===== config.mk =====
export PLATFORM = sky130hd
export DESIGN_NAME = json_key_string_extractor
export DESIGN_NICKNAME = d
export VERILOG_FILES = /design/src/rtl/jkse_pkg.sv /design/src/rtl/jkse_cfg_regs.sv /design/src/rtl/jkse_parser.sv /design/src/rtl/json_key_string_extractor.sv
export SDC_FILE = /design/constraint.sdc
export NUM_CORES = 1
export LEC_CHECK = 0
export BUFFER_PORTS_ARGS = -buffer_cell sky130_fd_sc_hd__buf_2
export CAP_MARGIN = 5
export CORE_UTILIZATION = 45
export DETAILED_ROUTE_END_ITERATION = 7
export GPL_TIMING_DRIVEN = 0
export HOLD_SLACK_MARGIN = 0.08
export PLACE_DENSITY = 0.7
export SETUP_SLACK_MARGIN = 0.02
export SLEW_MARGIN = 0
export SYNTH_ARGS = -nofsm -noshare
export SYNTH_HDL_FRONTEND = slang
export SYNTH_SLANG_ARGS = --single-unit
export TNS_END_PERCENT = 5

===== constraint.sdc =====
create_clock -name clk_i -period 8.6 [get_ports clk_i]
set_input_delay 1.72 -clock clk_i [delete_from_list [all_inputs] [get_ports clk_i]]
set_output_delay 1.72 -clock clk_i [all_outputs]
set_load 0.1 [all_outputs]

===== src/rtl/jkse_pkg.sv =====
// Shared types and constants for the JSON key string extractor.
`timescale 1ns / 1ps

package jkse_pkg;

  // Key storage and value limits
  localparam int unsigned KeyBytes     = 16;
  localparam int unsigned KeyLenW      = 5;
  localparam int unsigned ValueLenW    = 8;
  localparam int unsigned BraceW       = 8;
  localparam logic [BraceW-1:0] BraceLevelMax = 8'd255;

  // Configuration register map
  localparam int unsigned CfgIdxW = 2;
  localparam logic [CfgIdxW-1:0] CFG_KEY_LOW  = 2'd0;
  localparam logic [CfgIdxW-1:0] CFG_KEY_HIGH = 2'd1;
  localparam logic [CfgIdxW-1:0] CFG_KEY_LEN  = 2'd2;
  localparam logic [CfgIdxW-1:0] CFG_MAX_LEN  = 2'd3;

  // Result status codes
  localparam logic [2:0] ST_BYTE       = 3'd0;
  localparam logic [2:0] ST_DONE       = 3'd1;
  localparam logic [2:0] ST_NOT_FOUND  = 3'd2;
  localparam logic [2:0] ST_NOT_STRING = 3'd3;
  localparam logic [2:0] ST_BAD_VALUE  = 3'd4;

  // Characters of interest
  localparam logic [7:0] CH_QUOTE  = 8'h22;
  localparam logic [7:0] CH_BSLASH = 8'h5C;
  localparam logic [7:0] CH_LBRACE = 8'h7B;
  localparam logic [7:0] CH_RBRACE = 8'h7D;
  localparam logic [7:0] CH_COLON  = 8'h3A;
  localparam logic [7:0] CH_SPACE  = 8'h20;
  localparam logic [7:0] CH_TAB    = 8'h09;
  localparam logic [7:0] CH_CR     = 8'h0D;
  localparam logic [7:0] CH_LF     = 8'h0A;
  localparam logic [7:0] CH_BS     = 8'h08;
  localparam logic [7:0] CH_FF     = 8'h0C;
  localparam logic [7:0] CH_N      = 8'h6E;
  localparam logic [7:0] CH_R      = 8'h72;
  localparam logic [7:0] CH_T      = 8'h74;
  localparam logic [7:0] CH_B      = 8'h62;
  localparam logic [7:0] CH_F      = 8'h66;

  // Settings seen by the parser
  typedef struct packed {
    logic [8*KeyBytes-1:0] key;     // first char in low byte
    logic [KeyLenW-1:0]    klen;    // clamped to KeyBytes
    logic [ValueLenW-1:0]  vlimit;
  } cfg_t;

  // One parser result
  typedef struct packed {
    logic       vld;
    logic [7:0] value_byte;
    logic [2:0] status;
  } res_t;

endpackage


===== src/rtl/jkse_cfg_regs.sv =====
// Configuration register file for the JSON key string extractor.
`timescale 1ns / 1ps

module jkse_cfg_regs import jkse_pkg::*; (
  input  logic               clk_i,
  input  logic               rst_ni,
  input  logic               wr_en_i,
  input  logic [CfgIdxW-1:0] wr_idx_i,
  input  logic [63:0]        wr_data_i,
  output cfg_t               cfg_o
);

  logic [63:0]          key_lo_q, key_hi_q;
  logic [KeyLenW-1:0]   klen_q;
  logic [ValueLenW-1:0] vlim_q;
  logic [KeyLenW-1:0]   klen_wr;

  // lengths above the key store act as a full key
  assign klen_wr = (wr_data_i[KeyLenW-1:0] > KeyLenW'(KeyBytes)) ?
                   KeyLenW'(KeyBytes) : wr_data_i[KeyLenW-1:0];

  always_ff @(posedge clk_i or negedge rst_ni) begin
    if (!rst_ni) begin
      key_lo_q <= '0;
      key_hi_q <= '0;
      klen_q   <= KeyLenW'(1);
      vlim_q   <= '1;
    end else if (wr_en_i) begin
      unique case (wr_idx_i)
        CFG_KEY_LOW:  key_lo_q <= wr_data_i;
        CFG_KEY_HIGH: key_hi_q <= wr_data_i;
        CFG_KEY_LEN:  klen_q   <= klen_wr;
        CFG_MAX_LEN:  vlim_q   <= wr_data_i[ValueLenW-1:0];
        default: ;
      endcase
    end
  end

  assign cfg_o.key    = {key_hi_q, key_lo_q};
  assign cfg_o.klen   = klen_q;
  assign cfg_o.vlimit = vlim_q;

endmodule


===== src/rtl/jkse_parser.sv =====
// Document state and per-byte key search / value decode logic.
`timescale 1ns / 1ps

module jkse_parser import jkse_pkg::*; (
  input  logic       clk_i,
  input  logic       rst_ni,
  input  logic       step_i,
  input  logic [7:0] byte_i,
  input  logic       last_i,
  input  cfg_t       cfg_i,
  output res_t       res_o
);

  typedef enum logic [2:0] {
    PH_SEARCH, PH_AFTER_KEY, PH_AFTER_COLON, PH_VALUE, PH_DONE
  } phase_e;

  typedef struct packed {
    phase_e               phase;
    logic                 in_str;
    logic                 esc;
    logic [BraceW-1:0]    brace;
    logic [KeyLenW-1:0]   kcnt;
    logic                 kmatch;
    logic [ValueLenW-1:0] vcnt;
  } doc_t;

  typedef struct packed {
    doc_t s;
    logic underflow;
  } srch_t;

  localparam doc_t DocReset = '{phase: PH_SEARCH, in_str: 1'b0, esc: 1'b0,
                                brace: '0, kcnt: '0, kmatch: 1'b0, vcnt: '0};

  function automatic logic is_space(logic [7:0] b);
    return (b == CH_SPACE) || (b == CH_TAB) || (b == CH_CR) || (b == CH_LF);
  endfunction

  function automatic logic [7:0] decode_esc(logic [7:0] b);
    logic [7:0] r;
    case (b)
      CH_N:    r = CH_LF;
      CH_R:    r = CH_CR;
      CH_T:    r = CH_TAB;
      CH_B:    r = CH_BS;
      CH_F:    r = CH_FF;
      default: r = b;
    endcase
    return r;
  endfunction

  // One byte of the key search with string, escape and brace tracking.
  function automatic srch_t search_f(doc_t s, logic [7:0] b, cfg_t c);
    srch_t      r;
    logic [7:0] kch;
    logic       hit;
    r.s         = s;
    r.underflow = 1'b0;
    hit         = 1'b0;
    kch         = c.key[{s.kcnt[3:0], 3'b000} +: 8];
    if (s.kmatch) begin
      if (s.kcnt >= c.klen) begin
        r.s.kmatch = 1'b0;
        if (b == CH_QUOTE) begin
          r.s.phase  = PH_AFTER_KEY;
          r.s.in_str = 1'b0;
          r.s.esc    = 1'b0;
          r.s.kcnt   = '0;
          hit        = 1'b1;
        end
      end else if (b == kch) begin
        r.s.kcnt = s.kcnt + KeyLenW'(1);
      end else begin
        r.s.kmatch = 1'b0;
      end
    end
    if (!hit) begin
      if (s.esc) begin
        r.s.esc = 1'b0;
      end else if (b == CH_BSLASH) begin
        r.s.esc = 1'b1;
      end else if (b == CH_QUOTE) begin
        // opening quote restarts the matcher
        if (!s.in_str) begin
          r.s.kmatch = 1'b1;
          r.s.kcnt   = '0;
        end
        r.s.in_str = !s.in_str;
      end else if (!s.in_str) begin
        if (b == CH_LBRACE) begin
          if (s.brace < BraceLevelMax) r.s.brace = s.brace + BraceW'(1);
        end else if (b == CH_RBRACE) begin
          if (s.brace == '0) begin
            r.s.phase   = PH_DONE;
            r.underflow = 1'b1;
          end else begin
            r.s.brace = s.brace - BraceW'(1);
          end
        end
      end
    end
    return r;
  endfunction

  doc_t       doc_q, doc_d, resume;
  srch_t      sr;
  logic       rv;
  logic [2:0] rst_code;
  logic [7:0] vb;

  always_comb begin
    doc_d    = doc_q;
    rv       = 1'b0;
    rst_code = ST_BYTE;
    vb       = '0;
    resume   = doc_q;
    resume.phase  = PH_SEARCH;
    resume.in_str = 1'b0;
    resume.esc    = 1'b0;
    resume.kmatch = 1'b0;
    sr = search_f((doc_q.phase == PH_AFTER_KEY) ? resume : doc_q, byte_i, cfg_i);

    unique case (doc_q.phase)
      PH_SEARCH: begin
        doc_d = sr.s;
        if (sr.underflow) begin
          rv       = 1'b1;
          rst_code = ST_NOT_FOUND;
        end
      end
      PH_AFTER_KEY: begin
        if (is_space(byte_i)) begin
          doc_d = doc_q;
        end else if (byte_i == CH_COLON) begin
          doc_d.phase = PH_AFTER_COLON;
        end else begin
          // key without colon: back to searching with this byte
          doc_d = sr.s;
          if (sr.underflow) begin
            rv       = 1'b1;
            rst_code = ST_NOT_FOUND;
          end
        end
      end
      PH_AFTER_COLON: begin
        if (!is_space(byte_i)) begin
          if (byte_i == CH_QUOTE) begin
            doc_d.phase = PH_VALUE;
            doc_d.vcnt  = '0;
            doc_d.esc   = 1'b0;
          end else begin
            doc_d.phase = PH_DONE;
            rv          = 1'b1;
            rst_code    = ST_NOT_STRING;
          end
        end
      end
      PH_VALUE: begin
        if (doc_q.vcnt >= cfg_i.vlimit) begin
          doc_d.phase = PH_DONE;
          rv          = 1'b1;
          rst_code    = ST_BAD_VALUE;
        end else if (doc_q.esc) begin
          doc_d.esc  = 1'b0;
          doc_d.vcnt = doc_q.vcnt + ValueLenW'(1);
          vb         = decode_esc(byte_i);
          rv         = 1'b1;
        end else if (byte_i == CH_BSLASH) begin
          doc_d.esc = 1'b1;
        end else if (byte_i == CH_QUOTE) begin
          doc_d.phase = PH_DONE;
          rv          = 1'b1;
          rst_code    = ST_DONE;
        end else begin
          doc_d.vcnt = doc_q.vcnt + ValueLenW'(1);
          vb         = byte_i;
          rv         = 1'b1;
        end
      end
      PH_DONE: ;
      default: ;
    endcase

    // end of document: report the outcome if still open, then restart
    if (last_i) begin
      unique case (doc_d.phase)
        PH_SEARCH, PH_AFTER_KEY: begin
          rv = 1'b1; rst_code = ST_NOT_FOUND;
        end
        PH_AFTER_COLON: begin
          rv = 1'b1; rst_code = ST_NOT_STRING;
        end
        PH_VALUE: begin
          rv = 1'b1; rst_code = ST_BAD_VALUE;
        end
        default: ;
      endcase
      doc_d = DocReset;
    end

    res_o.vld        = rv;
    res_o.status     = rst_code;
    res_o.value_byte = (rst_code == ST_BYTE) ? vb : 8'h00;
  end

  always_ff @(posedge clk_i or negedge rst_ni) begin
    if (!rst_ni) begin
      doc_q <= DocReset;
    end else if (step_i) begin
      doc_q <= doc_d;
    end
  end

  // Key match state is dropped before the colon check
  a_after_key_clean: assert property (@(posedge clk_i) disable iff (!rst_ni)
    doc_q.phase == PH_AFTER_KEY |-> !doc_q.kmatch && !doc_q.in_str && !doc_q.esc)
    else $error("after-key state carries stale search state");

  // A document restarts after its last byte
  a_last_restart: assert property (@(posedge clk_i) disable iff (!rst_ni)
    step_i && last_i |=> doc_q.phase == PH_SEARCH && doc_q.brace == '0)
    else $error("document state not restarted after last byte");

  // Value bytes only come out while inside a value
  a_byte_in_value: assert property (@(posedge clk_i) disable iff (!rst_ni)
    res_o.vld && res_o.status == ST_BYTE |-> doc_q.phase == PH_VALUE)
    else $error("value byte outside a value");

  // A document emits nothing more once it is done
  a_done_quiet: assert property (@(posedge clk_i) disable iff (!rst_ni)
    doc_q.phase == PH_DONE && !last_i |-> !res_o.vld)
    else $error("result after the final result");

endmodule


===== src/rtl/json_key_string_extractor.sv =====
// Top level of the JSON key string extractor: input and result registers.
`timescale 1ns / 1ps

//  channel | direction | handshake                | payload
//  --------+-----------+--------------------------+-----------------------------------
//  in      | sink      | in_valid_i / in_stall_o  | data_byte_i, last_byte_i
//  out     | source    | out_valid_o / out_stall_i| value_byte_o, status_o, final_res_o
//  cfg     | sink      | cfg_valid_i / cfg_ready_o| cfg_index_i, cfg_data_i
//
// One byte per clock sustained while no result is held back by out_stall_i. Each
// request sits in the input register, is parsed combinationally, and its result
// (if any) lands in the output register, which drives out_valid_o.
// A full output register only holds back a byte that produces a result;
// bytes that produce nothing keep flowing while the result waits.
// Reset (rst_ni low) empties both registers, restores the configuration
// defaults and restarts document state; no clearing pass is needed.

module json_key_string_extractor import jkse_pkg::*; (
  input  logic               clk_i,
  input  logic               rst_ni,
  // byte stream
  input  logic               in_valid_i,
  output logic               in_stall_o,
  input  logic [7:0]         data_byte_i,
  input  logic               last_byte_i,
  // results
  output logic               out_valid_o,
  input  logic               out_stall_i,
  output logic [7:0]         value_byte_o,
  output logic [2:0]         status_o,
  output logic               final_res_o,
  // configuration writes
  input  logic               cfg_valid_i,
  output logic               cfg_ready_o,
  input  logic [CfgIdxW-1:0] cfg_index_i,
  input  logic [63:0]        cfg_data_i
);

  cfg_t       cfg;
  res_t       res;

  logic       s1_vld_q;
  logic [7:0] s1_byte_q;
  logic       s1_last_q;
  logic       in_take;
  logic       advance;

  logic       out_vld_q;
  logic [7:0] out_byte_q;
  logic [2:0] out_status_q;

  // Config is to be written only while idle, which the block does not enforce; ready just keeps it off a held request.
  assign cfg_ready_o = !s1_vld_q;

  jkse_cfg_regs u_cfg (
    .clk_i     (clk_i),
    .rst_ni    (rst_ni),
    .wr_en_i   (cfg_valid_i && cfg_ready_o),
    .wr_idx_i  (cfg_index_i),
    .wr_data_i (cfg_data_i),
    .cfg_o     (cfg)
  );

  jkse_parser u_parser (
    .clk_i  (clk_i),
    .rst_ni (rst_ni),
    .step_i (advance),
    .byte_i (s1_byte_q),
    .last_i (s1_last_q),
    .cfg_i  (cfg),
    .res_o  (res)
  );

  // The held byte moves on unless it has a result and the output is blocked.
  assign advance    = s1_vld_q && (!res.vld || !out_vld_q || !out_stall_i);
  assign in_stall_o = s1_vld_q && !advance;
  assign in_take    = in_valid_i && !in_stall_o;

  always_ff @(posedge clk_i or negedge rst_ni) begin
    if (!rst_ni) begin
      s1_vld_q <= 1'b0;
    end else if (in_take) begin
      s1_vld_q <= 1'b1;
    end else if (advance) begin
      s1_vld_q <= 1'b0;
    end
  end

  always_ff @(posedge clk_i) begin
    if (in_take) begin
      s1_byte_q <= data_byte_i;
      s1_last_q <= last_byte_i;
    end
  end

  // Result register
  always_ff @(posedge clk_i or negedge rst_ni) begin
    if (!rst_ni) begin
      out_vld_q <= 1'b0;
    end else if (advance && res.vld) begin
      out_vld_q <= 1'b1;
    end else if (!out_stall_i) begin
      out_vld_q <= 1'b0;
    end
  end

  always_ff @(posedge clk_i) begin
    if (advance && res.vld) begin
      out_byte_q   <= res.value_byte;
      out_status_q <= res.status;
    end
  end

  assign out_valid_o  = out_vld_q;
  assign value_byte_o = out_byte_q;
  assign status_o     = out_status_q;
  assign final_res_o  = (out_status_q != ST_BYTE);

  // A held byte never stalls while the output has room
  a_no_false_stall: assert property (@(posedge clk_i) disable iff (!rst_ni)
    s1_vld_q && !out_vld_q |-> !in_stall_o)
    else $error("input stalled with an empty output register");

  // A stalled result is not overwritten by a new one
  a_no_overwrite: assert property (@(posedge clk_i) disable iff (!rst_ni)
    out_vld_q && out_stall_i |-> !(advance && res.vld))
    else $error("pending result overwritten");

  // A stalled result stays valid and unchanged
  a_out_hold: assert property (@(posedge clk_i) disable iff (!rst_ni)
    out_vld_q && out_stall_i |=>
      out_vld_q && $stable(out_byte_q) && $stable(out_status_q))
    else $error("stalled result changed");

endmodule

==> out/results.env <==
RUN_STATUS='complete, no violations'
WHS_PATH_DEPTH=2
GLOBALROUTEOVERFLOWTOTAL=0
MAPPED_NETS=915
AVGROUTEDWIREPERCELL_UM=19.5
MAXCAPVIOLATIONS=0
P_LEAK_nW=4.80
YOSYS_REGISTER_BITS=190
FIRST_ITER_VIOLATIONS=479
TIMING_HOLD_VIOLATIONS_FINAL=0
LAYOUT-DRIVE-GT1-SHARE_PCT=35.1
SKEW_PAIR_LATE_INSERTION_DELAY_PS=440
CP_DATA_REQUIRED_TIME_PS=6880
TIMING_MAX_TRANSITION_VIOLATIONS_FINAL=0
FP.DIEW_UM=150
NETLIST.AREA_LEADER.SHARE_PCT=40.8
FP.COREAREA_UM2=21300
VIA_COUNT_OF_THE_FIRST_GLOBAL_ROUTING_PASS=7159
WORST_PIN_SLEW_PS=1020
DESIGN_POWER_TOTAL_mW=2.48
POST_CTS_REPAIR_TIMING_SETUP_BUFFER_COUNT=0
SYNTH_CELLS=818
FP.DIEAREA_UM2=22600
GRT_SETUP_UNREPAIRED='no'
MIN-DELAY-PATH-CLASS='flip-flop to flip-flop'
NUMBER_OF_ENABLE_FLIP_FLOP_CELLS_AFTER_SYNTHESIS=20
GRT_MAX_DEGREE=105
CLK_PATH_BUF_DEPTH=2
CTS_RESIZED=0
DRC=0
MAX_FREQ_MHz=193
ROWS=53
PERIOD_SHARE_PCT=60.2
PLACE.PORT_BUFFERS=94
ANTENNA_CELLS=0
POSTSYNTHAREAPERCELL_UM2=12.1
CRIT_FANOUT=5
YS.FLOP_TYPE='dfrtp_1'
SYNTHDOMINANTAREACELLTYPE='dfrtp_1'
YOSYS-TOP-CELLS-AREA='dfrtp_1 (41%), mux2_2 (16%), mux4_2 (6.6%)'
YOSYSWARNINGS=0
SYNTH_AREA_UM2=9880
DESTINATION_OF_THE_WORST_REGISTER_TO_REGISTER_TIMING_PATH='u_parser.doc_q[12]'
FINCLKSKEW_PS=10.3
R2R_CELLS=14
FIRST_PASS_GRT_WIRE_LENGTH_UM=38400
CLK_TRANSITION_REPORTED_PATHS_PS=80
FINAL_ANTENNA_NET_COUNT=0
FINAL_NETS=1029
YS_ASYNC_SR_FRACTION_PCT=89.5
FINAL_MIN_PERIOD_PS=5170
CTSROOTBUFFERMASTER='clkbuf_16'
CRIT_PATH_START='u_cfg.vlim_q[2]'
FINAL_TOTAL_NEGATIVE_SETUP_SLACK_PS=0
START_UTIL_PCT=46.4
NUM_VIAS=7036
CTS_MAX_LEVEL=4
FILL_CELLS=1804
TIMING.FINAL.SETUP_VIOLATIONS=0
CTS.SINKS=190
PLACE.GP.CONGESTION=0.897
SYNTH_COMMONEST_CELLS='dfrtp_1 (161), mux2_2 (141), nand2_1 (52), nor2_1 (42), o21ai_0 (30)'
POWER_DENSITY_nW_PER_UM2=218
CTS_TREE='yes'
CRITICAL_PATH.REG2REG.STARTPOINT='u_parser.doc_q[9]'
WORST_SLEW_MARGIN_RELATIVE_TO_ITS_LIMIT_PCT=31.4
CTS.HOLD.BUFFERS_ADDED=0
DIE_HEIGHT_UM=150
HOLD_PATH_STARTPOINT='u_cfg.klen_q[2]'
SETUP.WORST_PATH.CLASS='flip-flop to primary output'
POSTROUTEWIRELENGTH_UM=23700
FIRSTDRTPASSITERS=5
VIASPERCELL=5.77
ARRIVAL_PS=3450
NUMBER_OF_ANTENNA_VIOLATIONS_AT_THE_FIRST_CHECK_IN_GLOBAL_ROUTING=0
VDD_IR_DROP_MAX_mV=0.148
PLACE_HPWL_UM=16800
NETLIST-CELL-TYPE-COUNT=70
START_KIND='flip-flop'
YOSYSSEQAREASHARE_PCT=49.3
AREA.GROWTH.SYNTH_TO_FINAL_PCT=15.0
CATEGORY_OF_THE_WORST_SETUP_PATH_CAPTURE_POINT='primary output'
HOLD_END='u_cfg.klen_q[2]'
PIN_COUNT=95
GRT_USE_TOTAL_PCT=22.6
TIMING.REG2REG.SETUP_SLACK_PS=4840
CRIT_PATH_CELL_TRACE='inv_1, ha_1, a211oi_1, o21ai_0, a211oi_2, nor2_1, o21ai_0, nand4_1, inv_1, buf_2'
SLOWEST_STAGE='a211oi_2'
CELL_WITH_THE_MOST_INSTANCES_AFTER_SYNTHESIS='dfrtp_1'
TRITONCTS_BUFFER_COUNT=17
MAX_STAGE_DELAY_PS=540
through the flow:
| stage | hold slack [ps] | area (µm²) | util (%) | setup WS (ps) | std cells |
|---|---|---|---|---|---|
| after global routing | 517 | 11400 | 53.4 | 3230 | 1220 |
| after global placement | 467 | 10700 | 50.2 | 3080 | 1187 |
| after detailed placement | 478 | 10700 | 50.4 | 3900 | 1188 |
| after CTS | 497 | 11400 | 53.4 | 3410 | 1220 |
| final | 497 | 11400 | 53.4 | 3430 | 1220 |
| after floorplan | 450 | 9880 | - | 4130 | 818 |
cell usage in the layout (no fill, tap or decap), types with 5 or more instances in the layout:
master	n
a21o_1	6
a21oi_1	24
a22o_1	5
a31oi_1	5
and2_1	7
and3_1	13
buf_2	105
clkbuf_1	29
clkbuf_16	17
dfrtp_1	161
dfstp_2	9
edfxtp_1	20
ha_1	17
inv_1	23
inv_12	5
mux2_2	141
mux2i_1	20
mux4_2	29
nand2_1	52
nand2b_1	15
nand3_1	18
nand4_1	6
nor2_1	42
nor2b_1	8
nor3_1	20
o21ai_0	30
o21ai_1	11
or3_1	7
xor2_1	8
report_power, final:
part / total [mW] / internal, mW / switching [mW]
logic: 0.484 / 0.253 / 0.231
registers: 1.17 / 1.08 / 0.0911
clock network: 0.829 / 0.405 / 0.424
total: 2.48 / 1.74 / 0.746
worst max path at each step:
| stage | cells after the start | slack [ps] | to |
|---|---|---|---|
| after floorplan | 9 | 4130 | in_stall_o |
| after global placement | 1 | 3080 | u_cfg.key_hi_q[50] |
| after detailed placement | 10 | 3900 | in_stall_o |
| after CTS | 10 | 3410 | in_stall_o |
| after global routing | 10 | 3230 | in_stall_o |
| final | 10 | 3430 | in_stall_o |
cell type report:
class,count,area [µm²],share of cell area [%]
clock buffer,17,425,3.74
clock inverter,15,200,1.76
timing repair buffer,95,508,4.47
inverter,24,90.1,0.793
sequential,190,4870,42.8
buffer,44,188,1.65
multi-input combinational,560,4740,41.7
tap,275,344,3.03
logic make-up (layout without fill, tap and decap cells):
group / Yosys count / count (layout) / synth area share, %
AOI/OAI and AO/OA: 128 / 128 / 8.83
xor gates and xnor gates: 11 / 11 / 0.975
adders and majority gates: 17 / 17 / 2.15
buffers and inverters: 68 / 195 / 2.81
DFF: 190 / 190 / 49.3
muxes: 190 / 190 / 24.7
and+or+nand+nor: 214 / 214 / 11.3
sequential cells by signal, summed over array words and instances, names as in the netlist, 3 cells and up:
| signal | count |
|---|---|
| status_o | 3 |
| value_byte_o | 8 |
| u_cfg.key_hi_q | 64 |
| u_cfg.vlim_q | 8 |
| u_cfg.klen_q | 5 |
| u_cfg.key_lo_q | 64 |
| u_parser.doc_q | 27 |
| s1_byte_q | 8 |
worst max-delay path: cells and delay by family, from the launching register on:
family                     cells  cell delay [ps]
AOI/OAI and AO/OA              4             1300
adders and majority gates      1              300
buffers and inverters          3              550
DFF                            1              530
and+or+nand+nor                2              320
per-layer routing:
metal / share of wire (%) / up-vias / GRT usage (%)
li1: - / 3255 / -
met1: 46 / 3553 / 30.5
met2: 49 / 204 / 37.4
met3: 4.1 / 24 / 4.15
met4: 1.8 / 0 / 6.36
met5: 0 / - / 0
Power figures use the tool's default switching activity.
